### config.mk
export PLATFORM = sky130hd
export DESIGN_NAME = keyword_lexer_stream_top
export DESIGN_NICKNAME = d
export VERILOG_FILES = /design/src/sv/kls_pkg.sv /design/src/sv/kls_front.sv /design/src/sv/kls_queue.sv /design/src/sv/kls_back.sv /design/src/sv/keyword_lexer_stream_top.sv
export VERILOG_INCLUDE_DIRS = /design/src /design/src/sv
export SDC_FILE = /design/constraint.sdc
export NUM_CORES = 1
export LEC_CHECK = 0
export BUFFER_PORTS_ARGS = -buffer_cell sky130_fd_sc_hd__buf_2
export CAP_MARGIN = 25
export CORE_MARGIN = 2
export CORE_UTILIZATION = 40
export DETAILED_ROUTE_END_ITERATION = 10
export SLEW_MARGIN = 20
export SYNTH_ARGS = -nofsm -noshare
export SYNTH_HDL_FRONTEND = slang
export SYNTH_SLANG_ARGS = --single-unit
### constraint.sdc
create_clock -name clk -period 11.3 [get_ports clk]
set_input_delay 0.565 -clock clk [delete_from_list [all_inputs] [get_ports clk]]
set_output_delay 0.565 -clock clk [all_outputs]
set_load 0.1 [all_outputs]
### src/sv/keyword_lexer_stream_top_macros.svh
// Assertion macros for the keyword lexer stream block.
`ifndef KEYWORD_LEXER_STREAM_TOP_MACROS_SVH
`define KEYWORD_LEXER_STREAM_TOP_MACROS_SVH
`ifndef NO_ASSERTIONS
// same-cycle implication, checked outside reset
`define KLS_ASSERT_IMPLIES(lbl, ante, cons) \
  lbl: assert property (@(posedge clk) disable iff (!rst_n) (ante) |-> (cons)) \
    else $error("kls assertion failed");
// next-cycle implication, checked outside reset
`define KLS_ASSERT_NEXT(lbl, ante, cons) \
  lbl: assert property (@(posedge clk) disable iff (!rst_n) (ante) |=> (cons)) \
    else $error("kls assertion failed");
`else
`define KLS_ASSERT_IMPLIES(lbl, ante, cons)
`define KLS_ASSERT_NEXT(lbl, ante, cons)
`endif
`endif

### src/sv/kls_pkg.sv
// Shared types, token codes and helpers for the keyword lexer stream block.
`timescale 1ns / 1ps
`default_nettype none
package kls_pkg;

  // source offset counter width
  localparam int POS_BITS = 16;

  localparam int KIND_W  = 5;
  localparam int VALUE_W = 31;
  localparam int LEN_W   = 16;

  localparam logic [VALUE_W-1:0] NUM_MAX = {VALUE_W{1'b1}};
  localparam logic [LEN_W-1:0]   LEN_MAX = {LEN_W{1'b1}};

  // token kinds
  localparam logic [KIND_W-1:0] KIND_IDENT   = 5'd0;
  localparam logic [KIND_W-1:0] KIND_NUMBER  = 5'd1;
  localparam logic [KIND_W-1:0] KIND_KW_BASE = 5'd2;
  localparam logic [KIND_W-1:0] KIND_PLUS    = 5'd9;
  localparam logic [KIND_W-1:0] KIND_MINUS   = 5'd10;
  localparam logic [KIND_W-1:0] KIND_STAR    = 5'd11;
  localparam logic [KIND_W-1:0] KIND_SLASH   = 5'd12;
  localparam logic [KIND_W-1:0] KIND_ASSIGN  = 5'd13;
  localparam logic [KIND_W-1:0] KIND_SEMI    = 5'd14;
  localparam logic [KIND_W-1:0] KIND_EOF     = 5'd15;
  localparam logic [KIND_W-1:0] KIND_ERROR   = 5'd16;

  // keyword table: first bytes packed little-endian, then length
  localparam int NUM_KW = 7;
  localparam int KW_BYTES = 6;
  localparam logic [8*KW_BYTES-1:0] KW_TEXT [NUM_KW] = '{
    48'h000000726176,  // var
    48'h00746E697270,  // print
    48'h000000006669,  // if
    48'h000065736C65,  // else
    48'h00656C696877,  // while
    48'h0000636E7566,  // func
    48'h6E7275746572   // return
  };
  localparam logic [LEN_W-1:0] KW_LEN [NUM_KW] = '{
    16'd3, 16'd5, 16'd2, 16'd4, 16'd5, 16'd4, 16'd6
  };

  // token queue between scanner and output stage
  localparam int DEPTH = 4;
  localparam int PTR_W = $clog2(DEPTH);
  localparam int LVL_W = $clog2(DEPTH + 1);

  typedef struct packed {
    logic [KIND_W-1:0]  kind;
    logic [VALUE_W-1:0] number_value;
    logic               overflowed;
    logic [LEN_W-1:0]   start_pos;
    logic [LEN_W-1:0]   token_len;
    logic               last_of_run;
  } tok_t;

  // up to two tokens written by the scanner in one cycle
  typedef struct packed {
    logic [1:0] cnt;
    tok_t       a;
    tok_t       b;
  } push_t;

  typedef struct packed {
    logic             nonempty;
    logic             full;
    logic [LVL_W-1:0] level;
  } qstat_t;

  // clamp a source offset to the 16-bit output field
  function automatic logic [LEN_W-1:0] sat_pos(input logic [POS_BITS-1:0] p);
    logic [31:0] w;
    w = 32'(p);
    if (w > 32'(LEN_MAX)) begin
      return LEN_MAX;
    end
    return w[LEN_W-1:0];
  endfunction

endpackage
`default_nettype wire

### src/sv/kls_front.sv
// Scanner front end: classifies bytes, tracks the open lexeme, forms tokens.
`timescale 1ns / 1ps
`default_nettype none
module kls_front (
  input  wire logic          clk,
  input  wire logic          rst_n,
  input  wire logic          accept,
  input  wire logic [7:0]    ch,
  input  wire logic          eos,
  output kls_pkg::push_t     push
);
  import kls_pkg::*;

  localparam logic [1:0] MODE_IDLE   = 2'd0;
  localparam logic [1:0] MODE_IDENT  = 2'd1;
  localparam logic [1:0] MODE_NUMBER = 2'd2;
  localparam logic [1:0] MODE_ERROR  = 2'd3;

  logic [1:0]            mode_r,   mode_nxt;
  logic [8*KW_BYTES-1:0] kwbuf_r,  kwbuf_nxt;
  logic                  kwpos_r,  kwpos_nxt;
  logic [LEN_W-1:0]      runlen_r, runlen_nxt;
  logic [VALUE_W-1:0]    acc_r,    acc_nxt;
  logic                  ovf_r,    ovf_nxt;
  logic [POS_BITS-1:0]   pos_r,    pos_nxt;
  logic [POS_BITS-1:0]   tstart_r, tstart_nxt;

  logic              term, is_alpha, is_digit, is_space, is_word, is_op;
  logic [KIND_W-1:0] op_kind, id_kind;
  logic [34:0]       acc_sum;
  logic [POS_BITS-1:0] pos_inc;
  logic [LEN_W-1:0]  runlen_inc;

  // byte classes
  assign term     = eos || (ch == 8'h00);
  assign is_alpha = (ch >= 8'h61 && ch <= 8'h7A) || (ch >= 8'h41 && ch <= 8'h5A);
  assign is_digit = (ch >= 8'h30 && ch <= 8'h39);
  assign is_space = (ch == 8'h20) || (ch >= 8'h09 && ch <= 8'h0D);
  assign is_word  = is_alpha || is_digit || (ch == 8'h5F);

  always_comb begin
    is_op   = 1'b1;
    op_kind = KIND_PLUS;
    unique case (ch)
      8'h2B:   op_kind = KIND_PLUS;
      8'h2D:   op_kind = KIND_MINUS;
      8'h2A:   op_kind = KIND_STAR;
      8'h2F:   op_kind = KIND_SLASH;
      8'h3D:   op_kind = KIND_ASSIGN;
      8'h3B:   op_kind = KIND_SEMI;
      default: is_op = 1'b0;
    endcase
  end

  // keyword match on the buffered identifier
  always_comb begin
    id_kind = KIND_IDENT;
    for (int k = 0; k < NUM_KW; k++) begin
      if (kwpos_r && runlen_r == KW_LEN[k] && kwbuf_r == KW_TEXT[k]) begin
        id_kind = KIND_W'(KIND_KW_BASE + KIND_W'(k));
      end
    end
  end

  // decimal accumulate: acc * 10 + digit
  assign acc_sum    = 35'(acc_r) * 35'd10 + 35'(ch[3:0]);
  assign pos_inc    = (pos_r == {POS_BITS{1'b1}}) ? pos_r : pos_r + 1'b1;
  assign runlen_inc = (runlen_r == LEN_MAX) ? runlen_r : runlen_r + 1'b1;

  // next state and token formation
  always_comb begin
    tok_t close_tok, sec_tok;
    logic close_v, sec_v;

    mode_nxt   = mode_r;
    kwbuf_nxt  = kwbuf_r;
    kwpos_nxt  = kwpos_r;
    runlen_nxt = runlen_r;
    acc_nxt    = acc_r;
    ovf_nxt    = ovf_r;
    pos_nxt    = pos_r;
    tstart_nxt = tstart_r;
    close_tok  = '0;
    sec_tok    = '0;
    close_v    = 1'b0;
    sec_v      = 1'b0;
    push       = '0;

    if (accept) begin
      if (!term && mode_r == MODE_IDENT && is_word) begin
        // extend identifier
        for (int i = 0; i < KW_BYTES; i++) begin
          if (runlen_r == LEN_W'(i)) begin
            kwbuf_nxt[8*i +: 8] = ch;
          end
        end
        if (runlen_r >= LEN_W'(KW_BYTES)) begin
          kwpos_nxt = 1'b0;
        end
        runlen_nxt = runlen_inc;
        pos_nxt    = pos_inc;
      end else if (!term && mode_r == MODE_NUMBER && is_digit) begin
        // extend number
        if (acc_sum > 35'(NUM_MAX)) begin
          acc_nxt = NUM_MAX;
          ovf_nxt = 1'b1;
        end else begin
          acc_nxt = acc_sum[VALUE_W-1:0];
        end
        runlen_nxt = runlen_inc;
        pos_nxt    = pos_inc;
      end else begin
        // close the open lexeme, if any
        if (mode_r == MODE_IDENT) begin
          close_v             = 1'b1;
          close_tok.kind      = id_kind;
          close_tok.start_pos = sat_pos(tstart_r);
          close_tok.token_len = runlen_r;
          mode_nxt            = MODE_IDLE;
        end else if (mode_r == MODE_NUMBER) begin
          close_v                = 1'b1;
          close_tok.kind         = KIND_NUMBER;
          close_tok.number_value = acc_r;
          close_tok.overflowed   = ovf_r;
          close_tok.start_pos    = sat_pos(tstart_r);
          close_tok.token_len    = runlen_r;
          mode_nxt               = MODE_IDLE;
        end

        if (term) begin
          // eof, then back to the reset state
          sec_v             = 1'b1;
          sec_tok.kind      = KIND_EOF;
          sec_tok.start_pos = sat_pos(pos_r);
          mode_nxt   = MODE_IDLE;
          kwbuf_nxt  = '0;
          kwpos_nxt  = 1'b1;
          runlen_nxt = '0;
          acc_nxt    = '0;
          ovf_nxt    = 1'b0;
          pos_nxt    = '0;
          tstart_nxt = '0;
        end else begin
          if (!(mode_r == MODE_ERROR || is_space)) begin
            kwbuf_nxt  = '0;
            kwpos_nxt  = 1'b1;
            runlen_nxt = '0;
            acc_nxt    = '0;
            ovf_nxt    = 1'b0;
            tstart_nxt = pos_r;
            if (is_alpha || ch == 8'h5F) begin
              mode_nxt   = MODE_IDENT;
              kwbuf_nxt  = {{(8*KW_BYTES-8){1'b0}}, ch};
              runlen_nxt = LEN_W'(1);
            end else if (is_digit) begin
              mode_nxt   = MODE_NUMBER;
              acc_nxt    = VALUE_W'(ch[3:0]);
              runlen_nxt = LEN_W'(1);
            end else if (is_op) begin
              sec_v             = 1'b1;
              sec_tok.kind      = op_kind;
              sec_tok.start_pos = sat_pos(pos_r);
              sec_tok.token_len = LEN_W'(1);
            end else begin
              // unknown byte: report and ignore until end of source
              sec_v             = 1'b1;
              sec_tok.kind      = KIND_ERROR;
              sec_tok.start_pos = sat_pos(pos_r);
              mode_nxt          = MODE_ERROR;
            end
          end
          pos_nxt = pos_inc;
        end
      end

      // pack into queue write slots, mark last of this byte
      if (close_v && sec_v) begin
        sec_tok.last_of_run = 1'b1;
        push.cnt = 2'd2;
        push.a   = close_tok;
        push.b   = sec_tok;
      end else if (close_v) begin
        close_tok.last_of_run = 1'b1;
        push.cnt = 2'd1;
        push.a   = close_tok;
      end else if (sec_v) begin
        sec_tok.last_of_run = 1'b1;
        push.cnt = 2'd1;
        push.a   = sec_tok;
      end
    end
  end

  always_ff @(posedge clk) begin
    if (!rst_n) begin
      mode_r   <= MODE_IDLE;
      kwbuf_r  <= '0;
      kwpos_r  <= 1'b1;
      runlen_r <= '0;
      acc_r    <= '0;
      ovf_r    <= 1'b0;
      pos_r    <= '0;
      tstart_r <= '0;
    end else begin
      mode_r   <= mode_nxt;
      kwbuf_r  <= kwbuf_nxt;
      kwpos_r  <= kwpos_nxt;
      runlen_r <= runlen_nxt;
      acc_r    <= acc_nxt;
      ovf_r    <= ovf_nxt;
      pos_r    <= pos_nxt;
      tstart_r <= tstart_nxt;
    end
  end

endmodule
`default_nettype wire

### src/sv/kls_queue.sv
// Token queue: up to two writes and one read per cycle between scanner and output.
`timescale 1ns / 1ps
`default_nettype none
module kls_queue (
  input  wire logic           clk,
  input  wire logic           rst_n,
  input  wire kls_pkg::push_t push,
  input  wire logic           pop,
  output kls_pkg::tok_t       head,
  output kls_pkg::qstat_t     stat
);
  import kls_pkg::*;

  tok_t             ent_r [DEPTH];
  logic [PTR_W-1:0] wr_ptr_r, wr_ptr_nxt;
  logic [PTR_W-1:0] rd_ptr_r, rd_ptr_nxt;
  logic [LVL_W-1:0] level_r,  level_nxt;

  assign wr_ptr_nxt = wr_ptr_r + PTR_W'(push.cnt);
  assign rd_ptr_nxt = rd_ptr_r + PTR_W'(pop);
  assign level_nxt  = level_r + LVL_W'(push.cnt) - LVL_W'(pop);

  assign head          = ent_r[rd_ptr_r];
  assign stat.nonempty = (level_r != '0);
  assign stat.full     = (level_r > LVL_W'(DEPTH - 2));
  assign stat.level    = level_r;

  // entry storage
  always_ff @(posedge clk) begin
    if (push.cnt != 2'd0) begin
      ent_r[wr_ptr_r] <= push.a;
    end
    if (push.cnt == 2'd2) begin
      ent_r[wr_ptr_r + PTR_W'(1)] <= push.b;
    end
  end

  // pointers and fill level
  always_ff @(posedge clk) begin
    if (!rst_n) begin
      wr_ptr_r <= '0;
      rd_ptr_r <= '0;
      level_r  <= '0;
    end else begin
      wr_ptr_r <= wr_ptr_nxt;
      rd_ptr_r <= rd_ptr_nxt;
      level_r  <= level_nxt;
    end
  end

endmodule
`default_nettype wire

### src/sv/kls_back.sv
// Output stage: holds the oldest token until the consumer takes it.
`timescale 1ns / 1ps
`default_nettype none
module kls_back (
  input  wire logic          clk,
  input  wire logic          rst_n,
  input  wire kls_pkg::tok_t head,
  input  wire logic          nonempty,
  input  wire logic          out_pop,
  output logic               q_pop,
  output logic               out_empty,
  output kls_pkg::tok_t      out_tok
);
  import kls_pkg::*;

  logic valid_r, valid_nxt;
  tok_t tok_r;

  // refill when the slot is free or its token transfers this cycle
  assign q_pop     = nonempty && (!valid_r || out_pop);
  assign valid_nxt = q_pop || (valid_r && !out_pop);
  assign out_empty = !valid_r;
  assign out_tok   = tok_r;

  always_ff @(posedge clk) begin
    if (q_pop) begin
      tok_r <= head;
    end
  end

  always_ff @(posedge clk) begin
    if (!rst_n) begin
      valid_r <= 1'b0;
    end else begin
      valid_r <= valid_nxt;
    end
  end

endmodule
`default_nettype wire

### src/sv/keyword_lexer_stream_top.sv
// Keyword lexer stream: top level joining scanner, token queue and output stage.
// The first token caused by a byte is written to the token queue, then registered in the
// output stage driving the result ports; a second token from the same byte follows it.
// Throughput: one byte per cycle while the queue is not full and results are taken at one
// per cycle; the four-entry token queue reports full once more than two tokens wait in it.
// Reset: synchronous, active low; clears scanner state, queue pointers and output valid.
`timescale 1ns / 1ps
`default_nettype none
`include "keyword_lexer_stream_top_macros.svh"
module keyword_lexer_stream_top (
  input  wire logic                          clk,
  input  wire logic                          rst_n,
  input  wire logic                          in_push,
  output logic                               in_full,
  input  wire logic [7:0]                    in_ch,
  input  wire logic                          in_end_of_source,
  output logic                               out_empty,
  input  wire logic                          out_pop,
  output logic [kls_pkg::KIND_W-1:0]         out_kind,
  output logic [kls_pkg::VALUE_W-1:0]        out_number_value,
  output logic                               out_overflowed,
  output logic [kls_pkg::LEN_W-1:0]          out_start_pos,
  output logic [kls_pkg::LEN_W-1:0]          out_token_len,
  output logic                               out_last_of_run
);
  import kls_pkg::*;

  logic   in_accept;
  push_t  push;
  tok_t   head;
  qstat_t q_stat;
  logic   q_pop;
  tok_t   out_tok;

  assign in_full   = q_stat.full;
  assign in_accept = in_push && !q_stat.full;

  kls_front u_front (
    .clk    (clk),
    .rst_n  (rst_n),
    .accept (in_accept),
    .ch     (in_ch),
    .eos    (in_end_of_source),
    .push   (push)
  );

  kls_queue u_queue (
    .clk   (clk),
    .rst_n (rst_n),
    .push  (push),
    .pop   (q_pop),
    .head  (head),
    .stat  (q_stat)
  );

  kls_back u_back (
    .clk       (clk),
    .rst_n     (rst_n),
    .head      (head),
    .nonempty  (q_stat.nonempty),
    .out_pop   (out_pop),
    .q_pop     (q_pop),
    .out_empty (out_empty),
    .out_tok   (out_tok)
  );

  assign out_kind         = out_tok.kind;
  assign out_number_value = out_tok.number_value;
  assign out_overflowed   = out_tok.overflowed;
  assign out_start_pos    = out_tok.start_pos;
  assign out_token_len    = out_tok.token_len;
  assign out_last_of_run  = out_tok.last_of_run;

  // scanner writes the queue only for a transferred byte
  `KLS_ASSERT_IMPLIES(a_push_on_accept, push.cnt != 2'd0, in_accept)
  // a two-token write marks only the second token as last of its byte
  `KLS_ASSERT_IMPLIES(a_pair_last, push.cnt == 2'd2, !push.a.last_of_run && push.b.last_of_run)
  // queue never overfills
  `KLS_ASSERT_IMPLIES(a_level_bound, 1'b1, q_stat.level <= LVL_W'(DEPTH))
  // a token waiting in the queue reaches an empty output slot next cycle
  `KLS_ASSERT_NEXT(a_refill, q_stat.nonempty && out_empty, !out_empty)

endmodule
`default_nettype wire

==> results of run 1 <==
[worst paths after layout]
check	endpoint	cells past startpoint	startpoint	slack [ns]
hold reg to reg	u_front.kwbuf_r[15]	2	u_front.kwbuf_r[15]	0.44
hold / removal	u_back.valid_r	3	out_pop	0.32
setup / recovery	u_queue.ent_r[3][27]	14	in_ch[2]	6.20
setup reg to reg	u_front.acc_r[27]	13	u_front.acc_r[1]	6.55
[kinds of logic after synthesis]
kind of cell / count (synthesis) / share of synthesized area
DFF: 489 / 0.497
adders and majority gates: 78 / 0.0434
AOI/OAI and AO/OA: 577 / 0.192
muxes: 108 / 0.0854
buffers and inverters: 176 / 0.0311
and+or+nand+nor: 565 / 0.127
xor gates and xnor gates: 62 / 0.0243
[power groups by stage]
| stage | Clock [mW] | Sequential, mW | Combinational, mW |
|---|---|---|---|
| CTS | 1.67 | 2.15 | 1.64 |
| floorplan | 0 | 2.97 | 0.536 |
| global placement | 0 | 2.18 | 1.63 |
| global route | 1.74 | 2.16 | 1.71 |
| finish | 1.64 | 2.14 | 1.64 |
| detailed placement | 0 | 2.18 | 1.64 |
[state kept, by name, indices dropped and copies added, names as in the netlist]
signal,cells
u_back.out_tok,70
u_back.valid_r,1
u_front.acc_r,31
u_front.kwbuf_r,48
u_front.kwpos_r,1
u_front.mode_r,2
u_front.ovf_r,1
u_front.pos_r,16
u_front.runlen_r,16
u_front.tstart_r,16
u_queue.ent_r,280
u_queue.level_r,3
u_queue.rd_ptr_r,2
u_queue.wr_ptr_r,2
[layer usage]
| layer | routed length (um) | part of all wire | track usage |
|---|---|---|---|
| met5 | 11 | 0.00018 | 0 |
| met2 | 27200 | 0.45 | 0.316 |
| met3 | 3750 | 0.061 | 0.0292 |
| met4 | 1230 | 0.020 | 0.0520 |
| met1 | 28900 | 0.47 | 0.294 |
[placed cells by master (no fill, tap or decap), types with 37 or more instances in the layout]
| cell | netlist | layout |
|---|---|---|
| nor2_1 | 174 | 169 |
| nand2_1 | 111 | 111 |
| a21oi_1 | 75 | 74 |
| edfxtp_1 | 162 | 162 |
| mux4_2 | 70 | 70 |
| mux2i_1 | 37 | 37 |
| o21ai_0 | 43 | 42 |
| nand3_1 | 52 | 52 |
| a22o_1 | 241 | 241 |
| buf_2 | 8 | 84 |
| clkbuf_16 | 0 | 51 |
| o22ai_1 | 37 | 37 |
| dfxtp_1 | 327 | 325 |
| ha_1 | 75 | 75 |
| a22oi_1 | 47 | 47 |
[area by class of cell]
| type | instances | area (um2) | area share |
|---|---|---|---|
| Clock buffer | 64 | 1380 | 0.0536 |
| Tap cell | 756 | 946 | 0.0368 |
| Sequential cell | 489 | 11400 | 0.445 |
| Clock inverter | 27 | 250 | 0.00975 |
| Multi-Input combinational cell | 1390 | 10900 | 0.424 |
| Timing Repair Buffer | 117 | 694 | 0.0270 |
| Inverter | 26 | 97.6 | 0.00380 |
[critical path: cells and delay by family]
kind / cells / cell delay (ns)
and+or+nand+nor: 6 / 1.73
buffers and inverters: 5 / 1.75
AOI/OAI and AO/OA: 2 / 0.96
adders and majority gates: 1 / 0.38
==> metrics.txt, run 1 <==
run status=finished, final reports clean; Sw Pwr=2.12 mW; Crit path largest cell delay=0.59 ns; synthesized cell area=23000 um2; Slew HR=0.299; clk_lat worst skew=0.57 ns; die width=244 um; Mapped Avg Cell Area=11.2 um2; area growth from synthesis to layout=11.7%; Slew @ Worst Pin=1.05 ns; Critical Path AT=5.42 ns; post-synth cell types=97; CTS sink cnt=489; Int Pwr=3.29 mW; clk_skew=0.0177 ns; Die ar.=59400 um2; post-route insts no fill=2869; Pwr Density=211 nW/um2; setup TNS=0 ns; Initial Utilization=0.406; Cell Chain, Critical Path=buf_2 -> nor2_1 -> nor4b_1 -> or4b_4 -> and3_1 -> a21oi_2 -> inv_1 -> ha_1 -> o21ai_1 -> or2_2 -> and2_2 -> buf_4 -> inv_1 -> buf_6; Reg power frac=0.395; Slew Viols, Final=0; Core Rows=87; clock share of power=0.303; hold_buf cts=0; Final Hold Viols=0; Top FF cell, synth=dfxtp_1; CTS resizes=0; Core Footprint=56600 um2; Final Cycle Share=0.451; vias=17200; First DRT Iteration DRCs=1694; clock-pin slew on the worst setup and hold paths=0.06 ns; fmax=0.196 GHz; fin util=0.454; layout cells sized above 1=0.159; Design Power=5.42 mW; RSZ-0062 raised after global routing=false; syn_nets=2146; WS Path Type=in2reg; setup ws final=6.20 ns; placed cell area=24000 um2; Sw Share=0.392; slowest CP cell=or4b_4; crit path capture type=flip-flop; warnings from Yosys=0; Fillers=5237; clk root buf=clkbuf_16; largest net degree at the start of global routing=76; GRT Total Usage=0.202; leakage power=9.57 nW; Synth area leaders=dfxtp_1 (28%), edfxtp_1 (21%), a22o_1 (9.2%); startpoint type of the worst setup path=input port; CP max FO=48; Final Critical Period=5.10 ns; cell mode on critical path=inv_1; fin nets=2164; grt total ovfl=0; vias in the first global route=16700; total CTS buffers=49; H-tree depth=2; post-synth top area share=0.285; post-route ant nets=0; EDFF count, synth=162; count leader, synth=dfxtp_1; number of remaining DRC errors=0; Setup WS pre-CTS=5.19 ns; dpl cells=2773; gpl congestion=0.881; sequential element share of the synthesized area=0.497; worst hold path class=in2reg; setup bufs post-CTS=0; WL per Instance=21.3 um; Pre-antenna DRT Iters=5; CTS max path bufs=3; required time worst endpoint=11.62 ns; hpwl dp=41.2 mm; Via density=5.98; leading cell types by count after synthesis=dfxtp_1 (327), a22o_1 (241), nor2_1 (174); num ports=85; Die H=244 um; drt total wl=61.2 mm; final hold slack=0.325 ns; final instance area=25700 um2; Worst VDD drop=0.170 mV; ANT cells=0; Post-synth ARST share=0; first-pass GRT wire length=97.1 mm; initial antenna violation count=1; Synth Instances=2055; #FFs+latches synth=489; Port Buffers=84; logic gate share of total power=0.302; CTS tree=yes; Maximum Capacitance Violations=0; largest area contributor in the netlist=dfxtp_1; final setup vio count=0
(Power assumes the default switching activity.)
==> run 2, diff against run 1 <==
Clock period 11.3 ns to 4.25 ns, I/O delays scaled along.
==> run 2 against run 1 <==
Effect of this change:
- hold slack worse by 0.30 ns
- utilization up 1.1 points
- sequential power grew to 2.7 times the previous value
- global-route usage rose by 1.0 points
- first-iteration DRC count decreased by 8.0%
- sequential share of layout area down 0.99 points
- total power rose to 2.7 times the previous value
- via count grew 1.9%
- final cell count rose by 2.4%
- flip-flop and latch count is the same
- clock-buffer cell count shrank 6
- clock skew rose by 0.0023 ns
- critical path type is now reg2reg
- critical endpoint is now u_front.acc_r[20]
- largest cell class unchanged
- highest routed layer unchanged
==> metrics.txt, run 2 (synthesis results as in run 1) <==
placed cell area=24500 um2 (+2.0%); most frequent cells in the layout=dfxtp_1 (314), a22o_1 (241), nor2_1 (170); gpl congestion=0.894 (+1.4%); drt total wl=64.0 mm (+4.6%); CP max FO=18 (-63%); vias=17500 (+1.9%); Critical Path AT=4.61 ns (-0.81 ns); Final Hold Viols=0 (unchanged); Worst Setup SP=u_front.acc_r[3]; H-tree depth=2 (unchanged); M1 WL=30.1 mm (+4.1%); Die H=244 um (unchanged); largest net degree at the start of global routing=70 (-7.9%); Port Buffers=84 (unchanged); DR WL met3=4.04 mm (+7.7%); worst hold path class=in2reg; top routing layer used=met5; run status=finished, final reports clean; fmax=0.245 GHz; Crit path largest cell delay=0.45 ns (-0.14 ns); max reg flops=280 (unchanged); GRT Total Usage=0.213 (+0.0102); die width=244 um (unchanged); logic gate share of total power=0.302 (about the same); Pwr Density=554 nW/um2 (+160%); Core Rows=87 (unchanged); CTS tree=yes; hpwl dp=42.8 mm (+3.8%); Cell Chain, Critical Path=buf_4 -> ha_1 -> ha_1 -> o211ai_2 -> o211ai_2 -> nand2_1 -> o311ai_4 -> o21ai_1 -> xor2_1 -> or3_1 -> nor4_4 -> mux2_4 -> buf_12 -> o21ai_1; Final Critical Period=4.08 ns; R2R Path Start=u_front.acc_r[3]; commonest non-fill, non-tap cell in the layout=dfxtp_1; clk_skew=0.0200 ns (+0.00232 ns); Initial Utilization=0.406 (unchanged); required time worst endpoint=4.78 ns (-6.84 ns); Final Cycle Share=0.959; initial antenna violation count=8 (+7); First DRT Iteration DRCs=1558 (-8.0%); Sw Share=0.394 (+0.00225); vias in the first global route=17100 (+2.3%); met2 routed WL=28.6 mm (+4.9%); crit path capture type=flip-flop; final setup vio count=0 (unchanged); Sw Pwr=5.75 mW (+170%); Via density=5.96 (-0.42%); slowest CP cell=or3_1; Int Pwr=8.83 mW (+170%); first-pass GRT wire length=100 mm (+3.4%); Worst VDD drop=0.686 mV (+300%); final instance area=26300 um2 (+2.4%); post-route ant nets=0 (unchanged); setup TNS=0 ns (unchanged); Reg power frac=0.392 (-0.003); RSZ-0062 raised after global routing=false; fin nets=2227 (+2.9%); Slew @ Worst Pin=1.10 ns (+0.0519 ns); WL per Instance=21.8 um (+2.2%); grt total ovfl=0 (unchanged); Core Footprint=56600 um2 (unchanged); num ports=85 (unchanged); multi-input logic area=10900 um2 (+0.47%); FF+latch area=11400 um2 (+0.12%); area growth from synthesis to layout=14.4%; Biggest register=u_queue.ent_r; clock share of power=0.306 (+0.003); clk_lat worst skew=0.60 ns (+0.03 ns); Maximum Capacitance Violations=0 (unchanged); WS Path Type=reg2reg; Slew Viols, Final=0 (unchanged); total CTS buffers=51 (+4.1%); Slew HR=0.265 (-0.0347); Fillers=5187 (-0.95%); startpoint type of the worst setup path=flip-flop; leakage power=9.89 nW (+3.3%); CTS sink cnt=489 (unchanged); Hold Startpoint=in_ch[3]; Die ar.=59400 um2 (unchanged); number of remaining DRC errors=0 (unchanged); clock-pin slew on the worst setup and hold paths=0.06 ns (about the same); layout cells sized above 1=0.186 (+0.0269); clk root buf=clkbuf_16; Pre-antenna DRT Iters=5 (unchanged); CTS max path bufs=3 (unchanged)
run 2: changes by cell type in the layout (fill, tap and decap cells not counted), sizes merged:
| cell | delta |
|---|---|
| dlygate4sd3 | +4 |
| clkinvlp | +2 |
| buf | +57 |
| clkbuf | -6 |
| clkinv | +8 |
| diode | +3 |
| inv | -2 |
| bufinv | +2 |
run 2: final cells by class:
| type | instances | area share |
|---|---|---|
| clock buffer | 58 | 0.0495 |
| tap | 756 | 0.0360 |
| multi-input combinational | 1390 | 0.416 |
| timing repair buffer | 178 | 0.0461 |
| inverter | 26 | 0.00371 |
| sequential | 489 | 0.435 |
| antenna | 3 | 0.000286 |
| clock inverter | 37 | 0.0133 |
run 2: repair_timing:
action                                  4_1_cts  5_1_grt
endpoints found under the setup margin        0       31
buffers inserted                              0        4
hold endpoints to repair                      4        0
gates resized for setup                       0       25
hold buffers                                  4        0
run 2: critical path: cells and delay by family, from the launching register on:
kind / cells / cell delay, ns
xor gates and xnor gates: 1 / 0.23
adders and majority gates: 2 / 0.70
and+or+nand+nor: 3 / 0.95
DFF: 1 / 0.31
AOI/OAI and AO/OA: 5 / 1.02
muxes: 1 / 0.43
buffers and inverters: 2 / 0.34
run 2: power groups by stage:
stage	Combinational [mW]	Clock [mW]	Sequential, mW
5_1_grt	4.58	4.73	5.78
3_5_place_dp	4.41	0	5.83
2_1_floorplan	1.43	0	7.87
3_3_place_gp	4.38	0	5.82
4_1_cts	4.42	4.54	5.73
6_report	4.40	4.46	5.72
run 2: stage by stage:
step | hold slack (ns) | setup WS, ns | utilization | power [mW] | std cells
finish | 0.0243 | 0.172 | 0.465 | 14.6 | 2937
floorplan | 0.404 | 0.0480 | - | 9.30 | 2055
global placement | 0.411 | 0.101 | 0.432 | 10.2 | 2827
CTS | 0.00210 | 0.0342 | 0.462 | 14.7 | 2928
global route | 0.0386 | 0.00788 | 0.465 | 15.1 | 2937
detailed placement | 0.423 | 0.0677 | 0.432 | 10.2 | 2829
run 2: per-layer routing:
metal  up-vias  GRT usage
met3        89     0.0348
met2       579      0.330
met1      8742      0.309
met5         -          0
li1       8081          -
met4        10     0.0540
run 2: path summary, 6_finish.rpt:
check | end | slack, ns | depth (start not counted)
worst max register to register | u_front.acc_r[20] | 0.17 | 14
worst max-delay path | u_front.acc_r[20] | 0.17 | 14
worst min register to register | u_front.kwbuf_r[15] | 0.43 | 2
worst min-delay path | u_front.kwbuf_r[3] | 0.02 | 3
==> run 3, diff against run 2 <==
Settings changed: ABC_AREA set to 1, CORE_ASPECT_RATIO set to 0.75.
==> run 3 against run 2 <==
Effect of this change:
- global-route usage rose by 1.8 points
- hold slack better by 0.019 ns
- clock power rose by 2%
- final area grew 5.8%
- synthesized area increased by 7.2%
- maximum frequency grew 2.9%
- sequential share of layout area shrank 2.4 points
- critical endpoint is now u_queue.ent_r[3][31]
- largest cell class is now multi-input combinational cells
==> metrics.txt, run 3 <==
r2r worst-path depth=21 (+7); largest area contributor in the netlist=dfxtp_1; Synth Area in Adders=0.0405 (-0.00293); most frequent cells in the layout=nand2_1 (552), o21ai_0 (433), nand3_1 (342); GRT Total Usage=0.231 (+0.0184); CTS tree=yes; Initial Utilization=0.406 (about the same); Slew Viols, Final=0 (unchanged); die width=291 um (+19%); Post-synth ARST share=0 (unchanged); Top FF cell, synth=dfxtp_1; First DRT Iteration DRCs=1922 (+23%); startpoint type of the worst setup path=input port; post-route insts no fill=4075 (+39%); vias in the first global route=20100 (+18%); Pwr Density=586 nW/um2 (+5.8%); Synth area leaders=dfxtp_1 (27%), edfxtp_1 (20%), o21ai_0 (8.8%); number of remaining DRC errors=0 (unchanged); Via density=5.45 (-8.6%); grt total ovfl=0 (unchanged); layout cells sized above 1=0.0880 (-0.0984); worst hold path class=in2reg; Pre-antenna DRT Iters=5 (unchanged); Final Cycle Share=0.932 (-0.0273); required time worst endpoint=4.70 ns (-0.08 ns); total CTS buffers=50 (-2.0%); Core Footprint=60700 um2 (+7.2%); Final Hold Viols=0 (unchanged); final setup vio count=0 (unchanged); max reg flops=280 (unchanged); synthesized cell area=24600 um2 (+7.2%); clk root buf=clkbuf_16; warnings from Yosys=0 (unchanged); fmax=0.252 GHz (+2.9%); first-pass GRT wire length=117 mm (+16%); fin nets=3323 (+49%); Final Critical Period=3.96 ns (-0.116 ns); sequential element share of the synthesized area=0.463 (-0.0335); Slew HR=0.352 (+0.0876); post-synth cell types=56 (-42%); final hold slack=0.0428 ns (+0.0185 ns); post-route ant nets=0 (unchanged); clock-pin slew on the worst setup and hold paths=0.06 ns (about the same); Hold EP=u_front.kwbuf_r[2]; Hold Path Depth=3 (unchanged); R2R Path Start=u_front.acc_r[1]; commonest non-fill, non-tap cell in the layout=nand2_1; CTS sink cnt=489 (unchanged); RSZ-0062 raised after global routing=false; Simple-Gate Fraction of Synth Area=0.246 (+0.119); flop2flop setup slack=0.37 ns (+0.20 ns); #FFs+latches synth=489 (unchanged); leading cell types by count after synthesis=nand2_1 (552), o21ai_0 (433), nand3_1 (342); Post-Synth XOR/XNOR Area=0.0107 (-0.0136); Hold Startpoint=in_ch[2]; count leader, synth=nand2_1; initial antenna violation count=4 (-4); CTS max path bufs=3 (unchanged); Maximum Capacitance Violations=0 (unchanged); Port Buffers=84 (unchanged); Core Rows=78 (-10%); run status=finished, final reports clean; Synth Instances=3200 (+56%); Worst VDD drop=0.501 mV (-27%); WL per Instance=18.3 um (-16%); drt total wl=74.4 mm (+16%); Fillers=6103 (+18%); Die ar.=63600 um2 (+7.2%); vias=22200 (+27%); post-synth top area share=0.266 (-0.0192); reg2reg end=u_front.acc_r[9]; FF+latch area=11400 um2 (-0.14%); dpl cells=3967 (+40%); crit path capture type=flip-flop; multi-input logic area=11500 um2 (+5.0%); hpwl dp=50.8 mm (+19%); EDFF count, synth=162 (unchanged); setup TNS=0 ns (unchanged); largest net degree at the start of global routing=142 (+100%); WS Path Type=in2reg; leakage power=10.9 nW (+11%); gpl congestion=0.919 (+2.8%); H-tree depth=2 (unchanged); clk_skew=0.0689 ns (+0.0489 ns); Mapped Avg Cell Area=7.70 um2 (-31%); clk_lat worst skew=0.64 ns (+0.04 ns); syn_nets=3291 (+53%); CP max FO=36 (+18); Biggest register=u_queue.ent_r; mux contribution to synthesized area=0 (-0.0854); Compound-Gate Fraction of Synth Area=0.168 (-0.0242); Critical Path AT=4.41 ns (-0.20 ns); Slew @ Worst Pin=0.972 ns (-0.127 ns); main combinational cell family by area after synthesis=simple AND/OR/NAND/NOR gates; area growth from synthesis to layout=12.9%; num ports=85 (unchanged); Die H=219 um (-10%)
## run 3: changes by cell type after synthesis, moves of 70 or more
cell / previous run / this run
a22o_1: 241 / 0
inv_1: 26 / 288
mux4_2: 70 / 0
nand2_1: 111 / 552
nand3_1: 52 / 342
nor2_1: 174 / 329
o21ai_0: 43 / 433
o22ai_1: 37 / 131
## run 3: layout make-up
cell class	count	share of cell area
inverters	299	0.0407
clock buffers	69	0.0508
repair buffers	141	0.0376
multi-input cells	2251	0.413
diodes	1	0.0000900
clock inverters	25	0.0111
well taps	800	0.0360
flip-flops and latches	489	0.410
## run 3: what timing repair did
action	CTS	global route
resized for setup	0	0
hold endpoints to repair	9	0
buffers inserted	0	6
hold buffers	6	0
setup endpoints to repair	0	1
## run 3: report_power, final
part	total (mW)	switching (mW)	leakage, nW	internal, mW
Clock	4.54	1.94	0.830	2.60
Combinational	5.92	4.93	5.83	0.998
Sequential	5.85	0.213	4.28	5.63
Total	16.3	7.08	10.9	9.23
## run 3: kinds of logic (layout without fill, tap and decap cells)
family	Yosys count	in the layout
AO/OA/AOI/OAI	760	760
XOR/XNOR	30	30
adder cells (fa/ha/maj)	78	78
buffers and inverters	460	534
flip-flops	489	489
other	0	1
AND/OR/NAND/NOR	1383	1383
## run 3: through the flow
stage | total power [mW] | instance area (um2) | util | setup slack, ns
6_report | 16.3 | 27800 | 0.458 | 0.288
5_1_grt | 17.0 | 27800 | 0.458 | 0.0751
4_1_cts | 16.4 | 27700 | 0.457 | 0.316
3_5_place_dp | 11.8 | 26000 | 0.428 | 0.149
3_3_place_gp | 11.8 | 26000 | 0.428 | 0.181
2_1_floorplan | 10.5 | 24700 | - | 0.503
## run 3: worst max path at each step
stage | startpoint | to | slack (ns) | depth (start not counted)
6_report | in_ch[4] | u_queue.ent_r[3][31] | 0.29 | 18
5_1_grt | u_front.acc_r[1] | u_front.acc_r[9] | 0.08 | 21
4_1_cts | u_front.acc_r[1] | u_front.acc_r[9] | 0.32 | 21
3_5_place_dp | in_ch[6] | u_queue.ent_r[3][31] | 0.15 | 18
3_3_place_gp | in_ch[6] | u_queue.ent_r[0][31] | 0.18 | 18
2_1_floorplan | in_ch[6] | u_queue.ent_r[3][0] | 0.50 | 17
## run 3: metal layers
metal	up-vias	share of wire	global-route usage
met1	10300	0.50	0.364
met4	0	0.014	0.0503
met2	749	0.39	0.313
met3	64	0.096	0.0538
li1	11000	-	-
met5	-	0	0
## run 3: critical path: stages
cell and delay, ns:
dlygate4sd3_1 0.57, buf_2 0.17, nor3_2 0.30, inv_1 0.10, o21a_1 0.22, nand2_1 0.17
nand2_1 0.14, nand2_1 0.26, inv_2 0.16, ha_1 0.22, inv_1 0.11, o21ai_4 0.07
buf_4 0.23, nor2_1 0.61, inv_1 0.20, nor2_1 0.30, a21oi_1 0.15, o22ai_1 0.19
